**src/rtl/core/arp_pkg.sv**
```systemverilog
`timescale 1ns / 1ps
// ----------------------------------------------------------------------------
// arp package
// shared types and codes for the arp cache controller and datapath
// ----------------------------------------------------------------------------
package arp_pkg;

    localparam logic [2:0] ST_HIT     = 3'd0;
    localparam logic [2:0] ST_MISS    = 3'd1;
    localparam logic [2:0] ST_REFRESH = 3'd2;
    localparam logic [2:0] ST_REPLY   = 3'd3;
    localparam logic [2:0] ST_LEARNED = 3'd4;
    localparam logic [2:0] ST_IGNORED = 3'd5;
    localparam logic [2:0] ST_FULL    = 3'd6;

    localparam logic [1:0] REQ_LOOKUP = 2'd0;
    localparam logic [1:0] REQ_LEARN  = 2'd1;
    localparam logic [1:0] REQ_STATIC = 2'd2;
    localparam logic [1:0] REQ_RX     = 2'd3;

    localparam logic [1:0] CFG_OWN_IP  = 2'd0;
    localparam logic [1:0] CFG_TIMEOUT = 2'd1;
    localparam logic [1:0] CFG_REFRESH = 2'd2;

    localparam logic [15:0] HW_ETHERNET = 16'h0001;
    localparam logic [15:0] PROTO_IPV4  = 16'h0800;
    localparam logic [7:0]  HW_LEN      = 8'd6;
    localparam logic [7:0]  PROTO_LEN   = 8'd4;
    localparam logic [15:0] OP_REQUEST  = 16'd1;
    localparam logic [15:0] OP_REPLY    = 16'd2;
    localparam logic [15:0] MIN_FRAME   = 16'd28;

    // controller to datapath
    typedef struct packed {
        logic start;   // capture request, reset scan
        logic step;    // advance scan pointer
        logic finish;  // apply table update and load result
    } t_cmd;

    // datapath to controller
    typedef struct packed {
        logic scan_done;
    } t_stat;

endpackage

```
**src/rtl/core/arp_ctrl.sv**
```systemverilog
`timescale 1ns / 1ps
// ----------------------------------------------------------------------------
// arp controller
// sequences capture, table scan, update and result handoff
// ----------------------------------------------------------------------------
module arp_ctrl (
    input  logic           i_clk,
    input  logic           i_rst_n,
    input  logic           i_req_fire,
    input  logic           i_out_free,
    input  arp_pkg::t_stat i_stat,
    output arp_pkg::t_cmd  o_cmd,
    output logic           o_in_ready
);
    typedef enum logic [2:0] {
        S_IDLE = 3'b001,
        S_SCAN = 3'b010,
        S_DONE = 3'b100
    } t_state;

    t_state r_state, n_state;

    always_ff @(posedge i_clk) begin
        if (!i_rst_n) r_state <= S_IDLE;
        else r_state <= n_state;
    end

    always_comb begin
        n_state = r_state;
        o_cmd = '0;
        o_in_ready = 1'b0;
        unique case (r_state)
            S_IDLE: begin
                o_in_ready = 1'b1;
                if (i_req_fire) begin
                    o_cmd.start = 1'b1;
                    n_state = S_SCAN;
                end
            end
            S_SCAN: begin
                o_cmd.step = 1'b1;
                if (i_stat.scan_done) n_state = S_DONE;
            end
            S_DONE: begin
                // wait for the output register to empty
                if (i_out_free) begin
                    o_cmd.finish = 1'b1;
                    n_state = S_IDLE;
                end
            end
            default: n_state = S_IDLE;
        endcase
    end
endmodule

```
**src/rtl/core/arp_dp.sv**
```systemverilog
`timescale 1ns / 1ps
// ----------------------------------------------------------------------------
// arp datapath
// request registers, entry table, scan pointer, age test and result logic
// ----------------------------------------------------------------------------
module arp_dp #(
    parameter int TABLE_ENTRIES = 16
) (
    input  logic          i_clk,
    input  logic          i_rst_n,
    input  arp_pkg::t_cmd i_cmd,
    output arp_pkg::t_stat o_stat,
    input  logic [31:0]   i_own_ipv4,
    input  logic [31:0]   i_timeout_ticks,
    input  logic [31:0]   i_refresh_ticks,
    input  logic [1:0]    i_req_type,
    input  logic [47:0]   i_now,
    input  logic [31:0]   i_ipv4_addr,
    input  logic [47:0]   i_mac_addr,
    input  logic [31:0]   i_target_ipv4,
    input  logic [15:0]   i_hw_type,
    input  logic [15:0]   i_proto_type,
    input  logic [7:0]    i_hw_size,
    input  logic [7:0]    i_proto_size,
    input  logic [15:0]   i_arp_opcode,
    input  logic [15:0]   i_frame_len,
    output logic [2:0]    o_status,
    output logic [47:0]   o_mac_out,
    output logic [31:0]   o_ipv4_out
);
    localparam int IW = (TABLE_ENTRIES > 1) ? $clog2(TABLE_ENTRIES) : 1;
    localparam int CW = $clog2(TABLE_ENTRIES + 1);
    localparam logic [CW-1:0] LAST = CW'(TABLE_ENTRIES - 1);

    logic [TABLE_ENTRIES-1:0] r_valid;
    logic [31:0] r_ent_ip    [TABLE_ENTRIES];
    logic [47:0] r_ent_hw    [TABLE_ENTRIES];
    logic [47:0] r_ent_stamp [TABLE_ENTRIES];
    logic [TABLE_ENTRIES-1:0] r_refr;
    logic [TABLE_ENTRIES-1:0] r_fixed;

    logic [1:0]  r_type;
    logic [47:0] r_now;
    logic [31:0] r_ip;
    logic [47:0] r_mac;
    logic        r_hdr_ok;
    logic        r_op_req;
    logic        r_op_rep;
    logic [CW-1:0] r_ptr;
    logic        r_found, r_free_ok;
    logic [IW-1:0] r_found_idx, r_free_idx;

    logic [2:0]  r_status, n_status;
    logic [47:0] r_mac_out, n_mac_out;
    logic [31:0] r_ipv4_out, n_ipv4_out;

    // header checks, frame length need is fixed once the sizes are 6 and 4
    logic w_hdr_ok;
    assign w_hdr_ok = (i_hw_type == arp_pkg::HW_ETHERNET)
                   && (i_proto_type == arp_pkg::PROTO_IPV4)
                   && (i_hw_size == arp_pkg::HW_LEN)
                   && (i_proto_size == arp_pkg::PROTO_LEN)
                   && (i_frame_len >= arp_pkg::MIN_FRAME)
                   && (i_target_ipv4 == i_own_ipv4);

    logic [IW-1:0] w_pidx;
    assign w_pidx = r_ptr[IW-1:0];
    assign o_stat.scan_done = (r_ptr == LAST);

    // scan: one entry a cycle, first match and first free slot
    always_ff @(posedge i_clk) begin
        if (i_cmd.start) begin
            r_type <= i_req_type;
            r_now <= i_now;
            r_ip <= i_ipv4_addr;
            r_mac <= i_mac_addr;
            r_hdr_ok <= w_hdr_ok;
            r_op_req <= (i_arp_opcode == arp_pkg::OP_REQUEST);
            r_op_rep <= (i_arp_opcode == arp_pkg::OP_REPLY);
            r_ptr <= '0;
            r_found <= 1'b0;
            r_free_ok <= 1'b0;
            r_found_idx <= '0;
            r_free_idx <= '0;
        end else if (i_cmd.step) begin
            if (r_valid[w_pidx] && r_ent_ip[w_pidx] == r_ip && !r_found) begin
                r_found <= 1'b1;
                r_found_idx <= w_pidx;
            end
            if (!r_valid[w_pidx] && !r_free_ok) begin
                r_free_ok <= 1'b1;
                r_free_idx <= w_pidx;
            end
            if (r_ptr != LAST) r_ptr <= r_ptr + 1'b1;
        end
    end

    // age test on the matched entry, sums kept at 49 bits so no wrap
    logic [48:0] w_tmo_sum, w_ref_sum;
    logic        w_tmo, w_stale;
    assign w_tmo_sum = {1'b0, r_ent_stamp[r_found_idx]} + {17'd0, i_timeout_ticks};
    assign w_ref_sum = {1'b0, r_ent_stamp[r_found_idx]} + {17'd0, i_refresh_ticks};
    assign w_tmo = w_tmo_sum <= {1'b0, r_now};
    assign w_stale = w_ref_sum <= {1'b0, r_now};

    // static entries carry a zero stamp
    logic        w_fixed;
    logic [47:0] w_stamp;
    assign w_fixed = (r_type == arp_pkg::REQ_STATIC);
    assign w_stamp = w_fixed ? 48'd0 : r_now;

    logic w_bad_rx, w_rx_req;
    assign w_bad_rx = (r_type == arp_pkg::REQ_RX) && (!r_hdr_ok || !(r_op_req || r_op_rep));
    assign w_rx_req = (r_type == arp_pkg::REQ_RX) && r_op_req;

    // result and table update decision
    logic w_erase, w_mark_refr, w_update, w_insert;
    always_comb begin
        n_status = arp_pkg::ST_LEARNED;
        n_mac_out = '0;
        n_ipv4_out = r_ip;
        w_erase = 1'b0;
        w_mark_refr = 1'b0;
        w_update = 1'b0;
        w_insert = 1'b0;
        case (r_type)
            arp_pkg::REQ_LOOKUP: begin
                if (!r_found) begin
                    n_status = arp_pkg::ST_MISS;
                end else if (!r_fixed[r_found_idx] && w_tmo) begin
                    w_erase = 1'b1;
                    n_status = arp_pkg::ST_MISS;
                end else if (!r_fixed[r_found_idx] && w_stale && !r_refr[r_found_idx]) begin
                    w_mark_refr = 1'b1;
                    n_status = arp_pkg::ST_REFRESH;
                end else begin
                    n_status = arp_pkg::ST_HIT;
                    n_mac_out = r_ent_hw[r_found_idx];
                    n_ipv4_out = '0;
                end
            end
            arp_pkg::REQ_STATIC: begin
                if (r_found) begin
                    w_update = 1'b1;
                    n_mac_out = r_mac;
                end else if (r_free_ok) begin
                    w_insert = 1'b1;
                    n_mac_out = r_mac;
                end else begin
                    n_status = arp_pkg::ST_FULL;
                end
            end
            default: begin
                // learn, or a received packet
                if (w_bad_rx) begin
                    n_status = arp_pkg::ST_IGNORED;
                    n_ipv4_out = '0;
                end else if (w_rx_req) begin
                    n_status = arp_pkg::ST_REPLY;
                    n_mac_out = r_mac;
                end else if (r_found) begin
                    if (!r_fixed[r_found_idx]) begin
                        w_update = 1'b1;
                        n_mac_out = r_mac;
                    end else begin
                        n_mac_out = r_ent_hw[r_found_idx];
                    end
                end else if (r_free_ok) begin
                    w_insert = 1'b1;
                    n_mac_out = r_mac;
                end else begin
                    n_status = arp_pkg::ST_FULL;
                end
            end
        endcase
    end

    always_ff @(posedge i_clk) begin
        if (!i_rst_n) begin
            r_valid <= '0;
        end else if (i_cmd.finish) begin
            if (w_erase) r_valid[r_found_idx] <= 1'b0;
            if (w_mark_refr) r_refr[r_found_idx] <= 1'b1;
            if (w_update) begin
                r_ent_hw[r_found_idx] <= r_mac;
                r_ent_stamp[r_found_idx] <= w_stamp;
                r_refr[r_found_idx] <= 1'b0;
                r_fixed[r_found_idx] <= w_fixed;
            end
            if (w_insert) begin
                r_valid[r_free_idx] <= 1'b1;
                r_ent_ip[r_free_idx] <= r_ip;
                r_ent_hw[r_free_idx] <= r_mac;
                r_ent_stamp[r_free_idx] <= w_stamp;
                r_refr[r_free_idx] <= 1'b0;
                r_fixed[r_free_idx] <= w_fixed;
            end
        end
    end

    // result register
    always_ff @(posedge i_clk) begin
        if (i_cmd.finish) begin
            r_status <= n_status;
            r_mac_out <= n_mac_out;
            r_ipv4_out <= n_ipv4_out;
        end
    end

    assign o_status = r_status;
    assign o_mac_out = r_mac_out;
    assign o_ipv4_out = r_ipv4_out;
endmodule

```
**src/rtl/core/arp_cache_and_responder_top.sv**
```systemverilog
`timescale 1ns / 1ps
// ----------------------------------------------------------------------------
// arp cache and responder
// ipv4 over ethernet arp table with aging and received header classification
// ----------------------------------------------------------------------------
// One request is handled at a time. After acceptance the table is scanned one
// entry per cycle to find the matching address and the first free slot, then
// the update is applied and the result is loaded into the output register.
// A new request is accepted while the previous result still waits in the
// output register; if that result is still there when the scan ends, the
// controller holds until it is taken. Configuration writes are always
// accepted.
module arp_cache_and_responder_top #(
    parameter int TABLE_ENTRIES = 16
) (
    input  logic        i_clk,
    input  logic        i_rst_n,
    // configuration port
    input  logic        i_cfg_valid,
    output logic        o_cfg_ready,
    input  logic [1:0]  i_cfg_index,
    input  logic [31:0] i_cfg_data,
    // request channel
    input  logic        i_valid,
    output logic        o_ready,
    input  logic [1:0]  i_req_type,
    input  logic [47:0] i_now,
    input  logic [31:0] i_ipv4_addr,
    input  logic [47:0] i_mac_addr,
    input  logic [31:0] i_target_ipv4,
    input  logic [15:0] i_hw_type,
    input  logic [15:0] i_proto_type,
    input  logic [7:0]  i_hw_size,
    input  logic [7:0]  i_proto_size,
    input  logic [15:0] i_arp_opcode,
    input  logic [15:0] i_frame_len,
    // result channel
    output logic        o_valid,
    input  logic        i_ready,
    output logic [2:0]  o_status,
    output logic [47:0] o_mac_out,
    output logic [31:0] o_ipv4_out
);
    logic [31:0] r_own_ipv4, r_timeout, r_refresh;
    logic        r_out_valid;
    arp_pkg::t_cmd  w_cmd;
    arp_pkg::t_stat w_stat;
    logic w_in_ready;

    assign o_cfg_ready = 1'b1;

    // configuration registers, unknown indexes are dropped
    always_ff @(posedge i_clk) begin
        if (!i_rst_n) begin
            r_own_ipv4 <= '0;
            r_timeout <= 32'd65536;
            r_refresh <= 32'd32768;
        end else if (i_cfg_valid) begin
            unique case (i_cfg_index)
                arp_pkg::CFG_OWN_IP:  r_own_ipv4 <= i_cfg_data;
                arp_pkg::CFG_TIMEOUT: r_timeout <= i_cfg_data;
                arp_pkg::CFG_REFRESH: r_refresh <= i_cfg_data;
                default: ;
            endcase
        end
    end

    // output register valid: set on load, cleared when the result is taken
    logic w_out_free;
    assign w_out_free = !r_out_valid || i_ready;
    always_ff @(posedge i_clk) begin
        if (!i_rst_n) r_out_valid <= 1'b0;
        else if (w_cmd.finish) r_out_valid <= 1'b1;
        else if (i_ready) r_out_valid <= 1'b0;
    end
    assign o_valid = r_out_valid;
    assign o_ready = w_in_ready;

    arp_ctrl u_ctrl (
        .i_clk      (i_clk),
        .i_rst_n    (i_rst_n),
        .i_req_fire (i_valid && w_in_ready),
        .i_out_free (w_out_free),
        .i_stat     (w_stat),
        .o_cmd      (w_cmd),
        .o_in_ready (w_in_ready)
    );

    arp_dp #(.TABLE_ENTRIES(TABLE_ENTRIES)) u_dp (
        .i_clk           (i_clk),
        .i_rst_n         (i_rst_n),
        .i_cmd           (w_cmd),
        .o_stat          (w_stat),
        .i_own_ipv4      (r_own_ipv4),
        .i_timeout_ticks (r_timeout),
        .i_refresh_ticks (r_refresh),
        .i_req_type      (i_req_type),
        .i_now           (i_now),
        .i_ipv4_addr     (i_ipv4_addr),
        .i_mac_addr      (i_mac_addr),
        .i_target_ipv4   (i_target_ipv4),
        .i_hw_type       (i_hw_type),
        .i_proto_type    (i_proto_type),
        .i_hw_size       (i_hw_size),
        .i_proto_size    (i_proto_size),
        .i_arp_opcode    (i_arp_opcode),
        .i_frame_len     (i_frame_len),
        .o_status        (o_status),
        .o_mac_out       (o_mac_out),
        .o_ipv4_out      (o_ipv4_out)
    );
endmodule
```
**config.mk**
```make
export PLATFORM = sky130hd
export DESIGN_NAME = arp_cache_and_responder_top
export DESIGN_NICKNAME = d
export VERILOG_FILES = /design/src/rtl/core/arp_pkg.sv /design/src/rtl/core/arp_ctrl.sv /design/src/rtl/core/arp_dp.sv /design/src/rtl/core/arp_cache_and_responder_top.sv
export SDC_FILE = /design/constraint.sdc
export NUM_CORES = 2
export LEC_CHECK = 0
export ABC_CLOCK_PERIOD_IN_PS = 19250
export BUFFER_PORTS_ARGS = -buffer_cell sky130_fd_sc_hd__buf_2
export CAP_MARGIN = 20
export CORE_ASPECT_RATIO = 1.25
export CORE_MARGIN = 5
export CORE_UTILIZATION = 46
export DETAILED_ROUTE_END_ITERATION = 8
export PLACE_DENSITY_LB_ADDON = 0.1
export SYNTH_ARGS = -nofsm -noshare
export SYNTH_HDL_FRONTEND = slang
export SYNTH_SLANG_ARGS = --single-unit
```
**constraint.sdc**
```tcl
create_clock -name i_clk -period 19.25 [get_ports i_clk]
set_input_delay 1.925 -clock i_clk [delete_from_list [all_inputs] [get_ports i_clk]]
set_output_delay 1.925 -clock i_clk [all_outputs]
set_load 0.1 [all_outputs]
```
---- Yosys cells after proc, flatten, opt, wreduce, memory -nomap -nowiden ----
Memories as Yosys holds them, arrays and structs flattened. A register that Yosys moved wholly into a read port is not among the register bits.
Index checks and enable logic that the tools add are counted.
storage, ports and cells
  register bits after elaboration ......... 379
  memory bits (writable) .................. 2048
  output and inout port bits .............. 86
  word-level logic and storage cells ...... 205
  memories ................................ 3
memories
  memory            depth  width  read ports  clocked after memory_dff  write ports  line          source
  u_dp.r_ent_hw     16     48     1           1                         1            arp_dp.sv:37  logic [47:0] r_ent_hw [TABLE_ENTRIES];
  u_dp.r_ent_stamp  16     48     1           1                         1            arp_dp.sv:38  logic [47:0] r_ent_stamp [TABLE_ENTRIES];
  u_dp.r_ent_ip     16     32     1           1                         1            arp_dp.sv:36  logic [31:0] r_ent_ip [TABLE_ENTRIES];
operators by class
  add/subtract/negate cells ............... 3
  $lt $le $gt $ge ......................... 8
  eq/ne operators ......................... 20
  muxes and demuxes ....................... 101
  bitwise logic cells ..................... 7
  reduce and logical (&&, ||, !) cells .... 40
operators with widths
  kind                                                   count
  2-to-1 mux 48 bit                                      12
  2-to-1 mux 16 bit                                      15
  2-to-1 mux 32 bit                                      4
  adder 48 x 32 -> 49 bit                                2
  <= comparator 49 x 48 -> 1 bit                         2
  one-hot mux 48 bit (2 select lines)                    1
  OR reduction 48 bit                                    2
  == test 32 bit                                         2
  one-hot mux 32 bit (2 select lines)                    1
  bitwise AND 16 bit                                     3
  2-to-1 mux 1 bit                                       39
  bitwise mux 16 bit                                     2
  == test 16 x 1 -> 1 bit (second input constant)        2
  2-to-1 mux 4 bit                                       8
  inverter 16 bit                                        2
  OR 16 bit                                              2
  2-to-1 mux 3 bit                                       8
  == test 16 x 12 -> 1 bit (second input constant)       1
  == test 16 x 2 -> 1 bit (second input constant)        1
  == test 8 x 3 -> 1 bit (second input constant)         2
  >= comparator 16 x 5 -> 1 bit (second input constant)  1
  logical AND 1 bit                                      16
  < comparator 4 x 5 -> 1 bit (second input constant)    3
  AND reduction 2 bit                                    7
  other kinds (21)                                       41

---- Logic depth before layout (Yosys ltp) ----
  word-level depth ........................ 18
  gate-level depth with buffers ........... 35
  depth with buffers taken out ............ 25

---- Cells and area by module ----
From an unflattened synthesis, not the netlist that was laid out.
unflattened totals
  cells, all modules ...................... 5117
  area total of the unflattened synthesis .. 99735.7 um^2
by module, submodules not included
  module                       times used  cells each  area each (um^2)  seq. area each (um^2)
  arp_dp                       1           4745        95948.3           69726.9
  arp_cache_and_responder_top  1           355         3616.0            1941.9
  arp_ctrl                     1           17          171.4             60.1

---- Worst setup path before layout ----
No wires, ideal clock.
  path kind ............................... in2reg
  start point ............................. input i_ready
  end point ............................... memory u_dp.r_ent_hw[4][0] (enable)
  setup time .............................. 552 ps
  arrival ................................. 9248 ps
  data required time ...................... 18698 ps
  setup slack ............................. 9450 ps
  stages on the path ...................... 7
  path buffers ............................ 0
  cells stage by stage .................... nand2b_1 nand3_1 inv_1 nand2_1 clkinv_1 o21ai_0 nor2_1
RTL lines
  item                line                               source
  start: declaration  arp_cache_and_responder_top.sv:39  input logic i_ready,
  end: declaration    arp_dp.sv:37

==> reports/metrics.csv <==
metric,value,unit
areaGrowthSynthToFinish,13.1,%
hold_violations,0,
drt_iter0_drc,5005,
criticalPathCategory,flip-flop to flip-flop,
syn_area_per_cell,18.5,um2
synthFlopType,edfxtp_1,
p_leak,0.0363,uW
place_area,105000,um2
yosysWarnings,0,
slowest_delay,970,ps
min_from,r_timeout[26]$_SDFFE_PN0P_,
drc,0,
path_delay_family,compound AO/OA/AOI/OAI gates,
path_clk_slew,60,ps
groute.usage.overall,22.9,%
stdcell_area,113000,um2
slowest_stage,dfxtp_4,
endpoint_kind,flip-flop,
via_per_inst,5.89,
fmax,92.2,MHz
routed_wl,262,mm
gp_congestion,0.829,
final_cell_mix,"edfxtp_1 (2296), mux4_2 (589), nand2_1 (459)",
cp-start-kind,flip-flop,
slew_viol_final,0,
start_util,46.1,%
max_slew_margin,21.4,%
hold_buffers,0,
num_io_pins,367,
grt_pass1_wl,378,mm
clock_latency,890,ps
syn_inst,5378,
rows,191,
hold_path.class,flip-flop to flip-flop,
status,completed,
die_w,426,um
tightestPinTransition,1160,ps
grt_max_degree,111,
synth-seq-area-share,72.0,%
hold_depth,2,
clockRootBuffer,clkbuf_16,
pwr_density_cell,96.0,nW/um2
fin_setup_tns,0,ps
rsz0062_at_grt,false,
dieArea,226000,um2
r2r_end,u_dp.o_mac_out[29]$_DFFE_PP_,
layout_commonest_cell,edfxtp_1,
post-route-period-util,56.4,%
dp_hpwl,148,mm
path_buf_inv,3,
synth_area,99700,um2
wl_per_cell,29.3,um
numCtsBuffers,239,
holdPathEnd,r_timeout[26]$_SDFFE_PN0P_,
clk_path_buf_depth,4,
critPathMostFrequentCell,buf_4,
ys_ff_latch,2435,
ir_drop,0.0000850,V
htreeDepth,4,
final_nets,6291,
drive_gt1_share,25.0,%
die_h,530,um
ctsResizeCount,0,
grt_overflow,0,
io_buffers,363,
worstPathArrival,11460,ps
core,216000,um2
synth-async-reset-ratio,0,%
synth_nets,5823,
crit_path_max_fanout,48,
clock_sinks,2435,
grt_pass1_vias,54000,
period_needed,10850,ps
setup_viol,0,
synth_area_leaders,"edfxtp_1 (69%), mux4_2 (13%), dfxtp_1 (2.8%)",
synth_edf_count,2296,
r2r_slack,8400,ps
antenna_found_initial,11,
ff2ff_path_depth,25,
worstPathRequired,19870,ps
yosysTopAreaCell,edfxtp_1,
drt-pass1-iter-count,7,
ys_types,90,
ant_nets,0,
instances_no_fill,8938,
synth.top_cell.area_share,69.2,%
cap_violations,0,
clock_skew,50.2,ps
cts_tree,done,
numPlacedInstances,8498,
postCtsSetupBuffers,0,
vias,52600,
how the worst max path moves through the flow:
stage                          from                            end  slack [ps]  cells past startpoint
final                     flip-flop   u_dp.o_mac_out[29]$_DFFE_PP_        8400                     25
after detailed placement  flip-flop   u_dp.o_mac_out[29]$_DFFE_PP_        8080                     25
after global routing      flip-flop   u_dp.o_mac_out[13]$_DFFE_PP_        7910                     27
after CTS                 flip-flop   u_dp.o_mac_out[29]$_DFFE_PP_        8040                     25
after global placement    flip-flop   u_dp.o_mac_out[29]$_DFFE_PP_        8140                     25
after floorplan             i_ready  u_dp.r_ent_hw[4][0]$_DFFE_PP_        9450                      7
layout make-up:
class / instances / area [um2]
Antenna cell: 5 / 12.5
Fill cell: 17500 / 103000
Clock buffer: 287 / 6220
Tap cell: 2895 / 3620
Multi-Input combinational cell: 2595 / 26600
Sequential cell: 2435 / 71800
Inverter: 99 / 382
Timing Repair Buffer: 476 / 2760
Clock inverter: 146 / 1360
power by group:
part / internal (uW) / switching, uW
clock: 2600 / 1990
combinational: 110 / 210
sequential: 5840 / 68.0
logic make-up after synthesis:
group / synth area share (%)
flops: 72.0
simple gates: 4.25
mux: 14.3
compound gates: 4.47
buf+inv: 1.58
fa+ha+maj: 2.07
xor+xnor: 1.30
other cells: 0.00376
layer usage:
metal	vias to the layer above	track usage, %	wire length [um]
met5	-	0	0
met4	0	5.67	6110
met3	332	2.80	15000
met2	1669	38.4	130000
met1	27900	32.3	111000
li1	22700	-	-
cells in the mapped netlist (8+ instances only):
cell type / instances
o21ai_0: 109
and3_1: 11
nand2_1: 459
buf_4: 14
mux2_2: 31
clkbuf_1: 143
mux4_2: 589
mux2i_1: 58
o21bai_1: 12
nor2_1: 208
nand2b_1: 23
dfxtp_1: 139
o41ai_1: 12
nor2b_1: 23
nand3_1: 36
a221oi_1: 11
o211ai_1: 9
a22oi_1: 58
and2_1: 35
a32oi_1: 8
xnor2_1: 99
nand4_1: 42
nor4_1: 28
a21o_1: 29
o21a_1: 18
nor3_1: 34
a221o_1: 20
a31oi_1: 15
a22o_1: 9
nor3b_1: 8
o22ai_1: 23
a2111oi_0: 8
xor2_1: 49
ha_1: 162
buf_6: 13
edfxtp_1: 2296
inv_1: 96
a21oi_1: 146
buf_2: 71
a211oi_1: 21
a21boi_0: 97
per-stage QoR:
stage               worst slack, ps  hold slack, ps  power, uW  utilization [%]
finish                         8400             477      10800             52.2
global route                   7910             506      11200             52.2
CTS                            8040             479      10900             52.2
detailed placement             8080             470       6350             48.7
global placement               8140             459       6340             48.6
floorplan                      9450             447       6190                -
state kept, by name, summed over array words and instances, names as in the netlist, 4 cells and up, named ones only:
register / cells
u_dp.r_ent_ip: 512
r_own_ipv4: 32
u_dp.r_ent_stamp: 768
u_dp.r_now: 48
u_dp.r_found_idx: 4
r_timeout: 32
r_refresh: 32
u_dp.r_valid: 16
u_dp.o_ipv4_out: 32
u_dp.r_fixed: 16
u_dp.r_ptr: 5
u_dp.r_mac: 48
u_dp.r_free_idx: 4
u_dp.r_refr: 16
u_dp.r_ent_hw: 768
u_dp.o_mac_out: 48
u_dp.r_ip: 32
worst reg2reg max path, delay by kind of cell, from the launching register on:
family | cells | cell delay (ps)
flip-flops | 1 | 970
adder cells (fa/ha/maj) | 2 | 730
AND/OR/NAND/NOR | 3 | 890
AO/OA/AOI/OAI | 14 | 5210
XOR/XNOR | 1 | 170
multiplexers | 2 | 1180
buffers and inverters | 3 | 1440
Power figures use the tool's default switching activity.
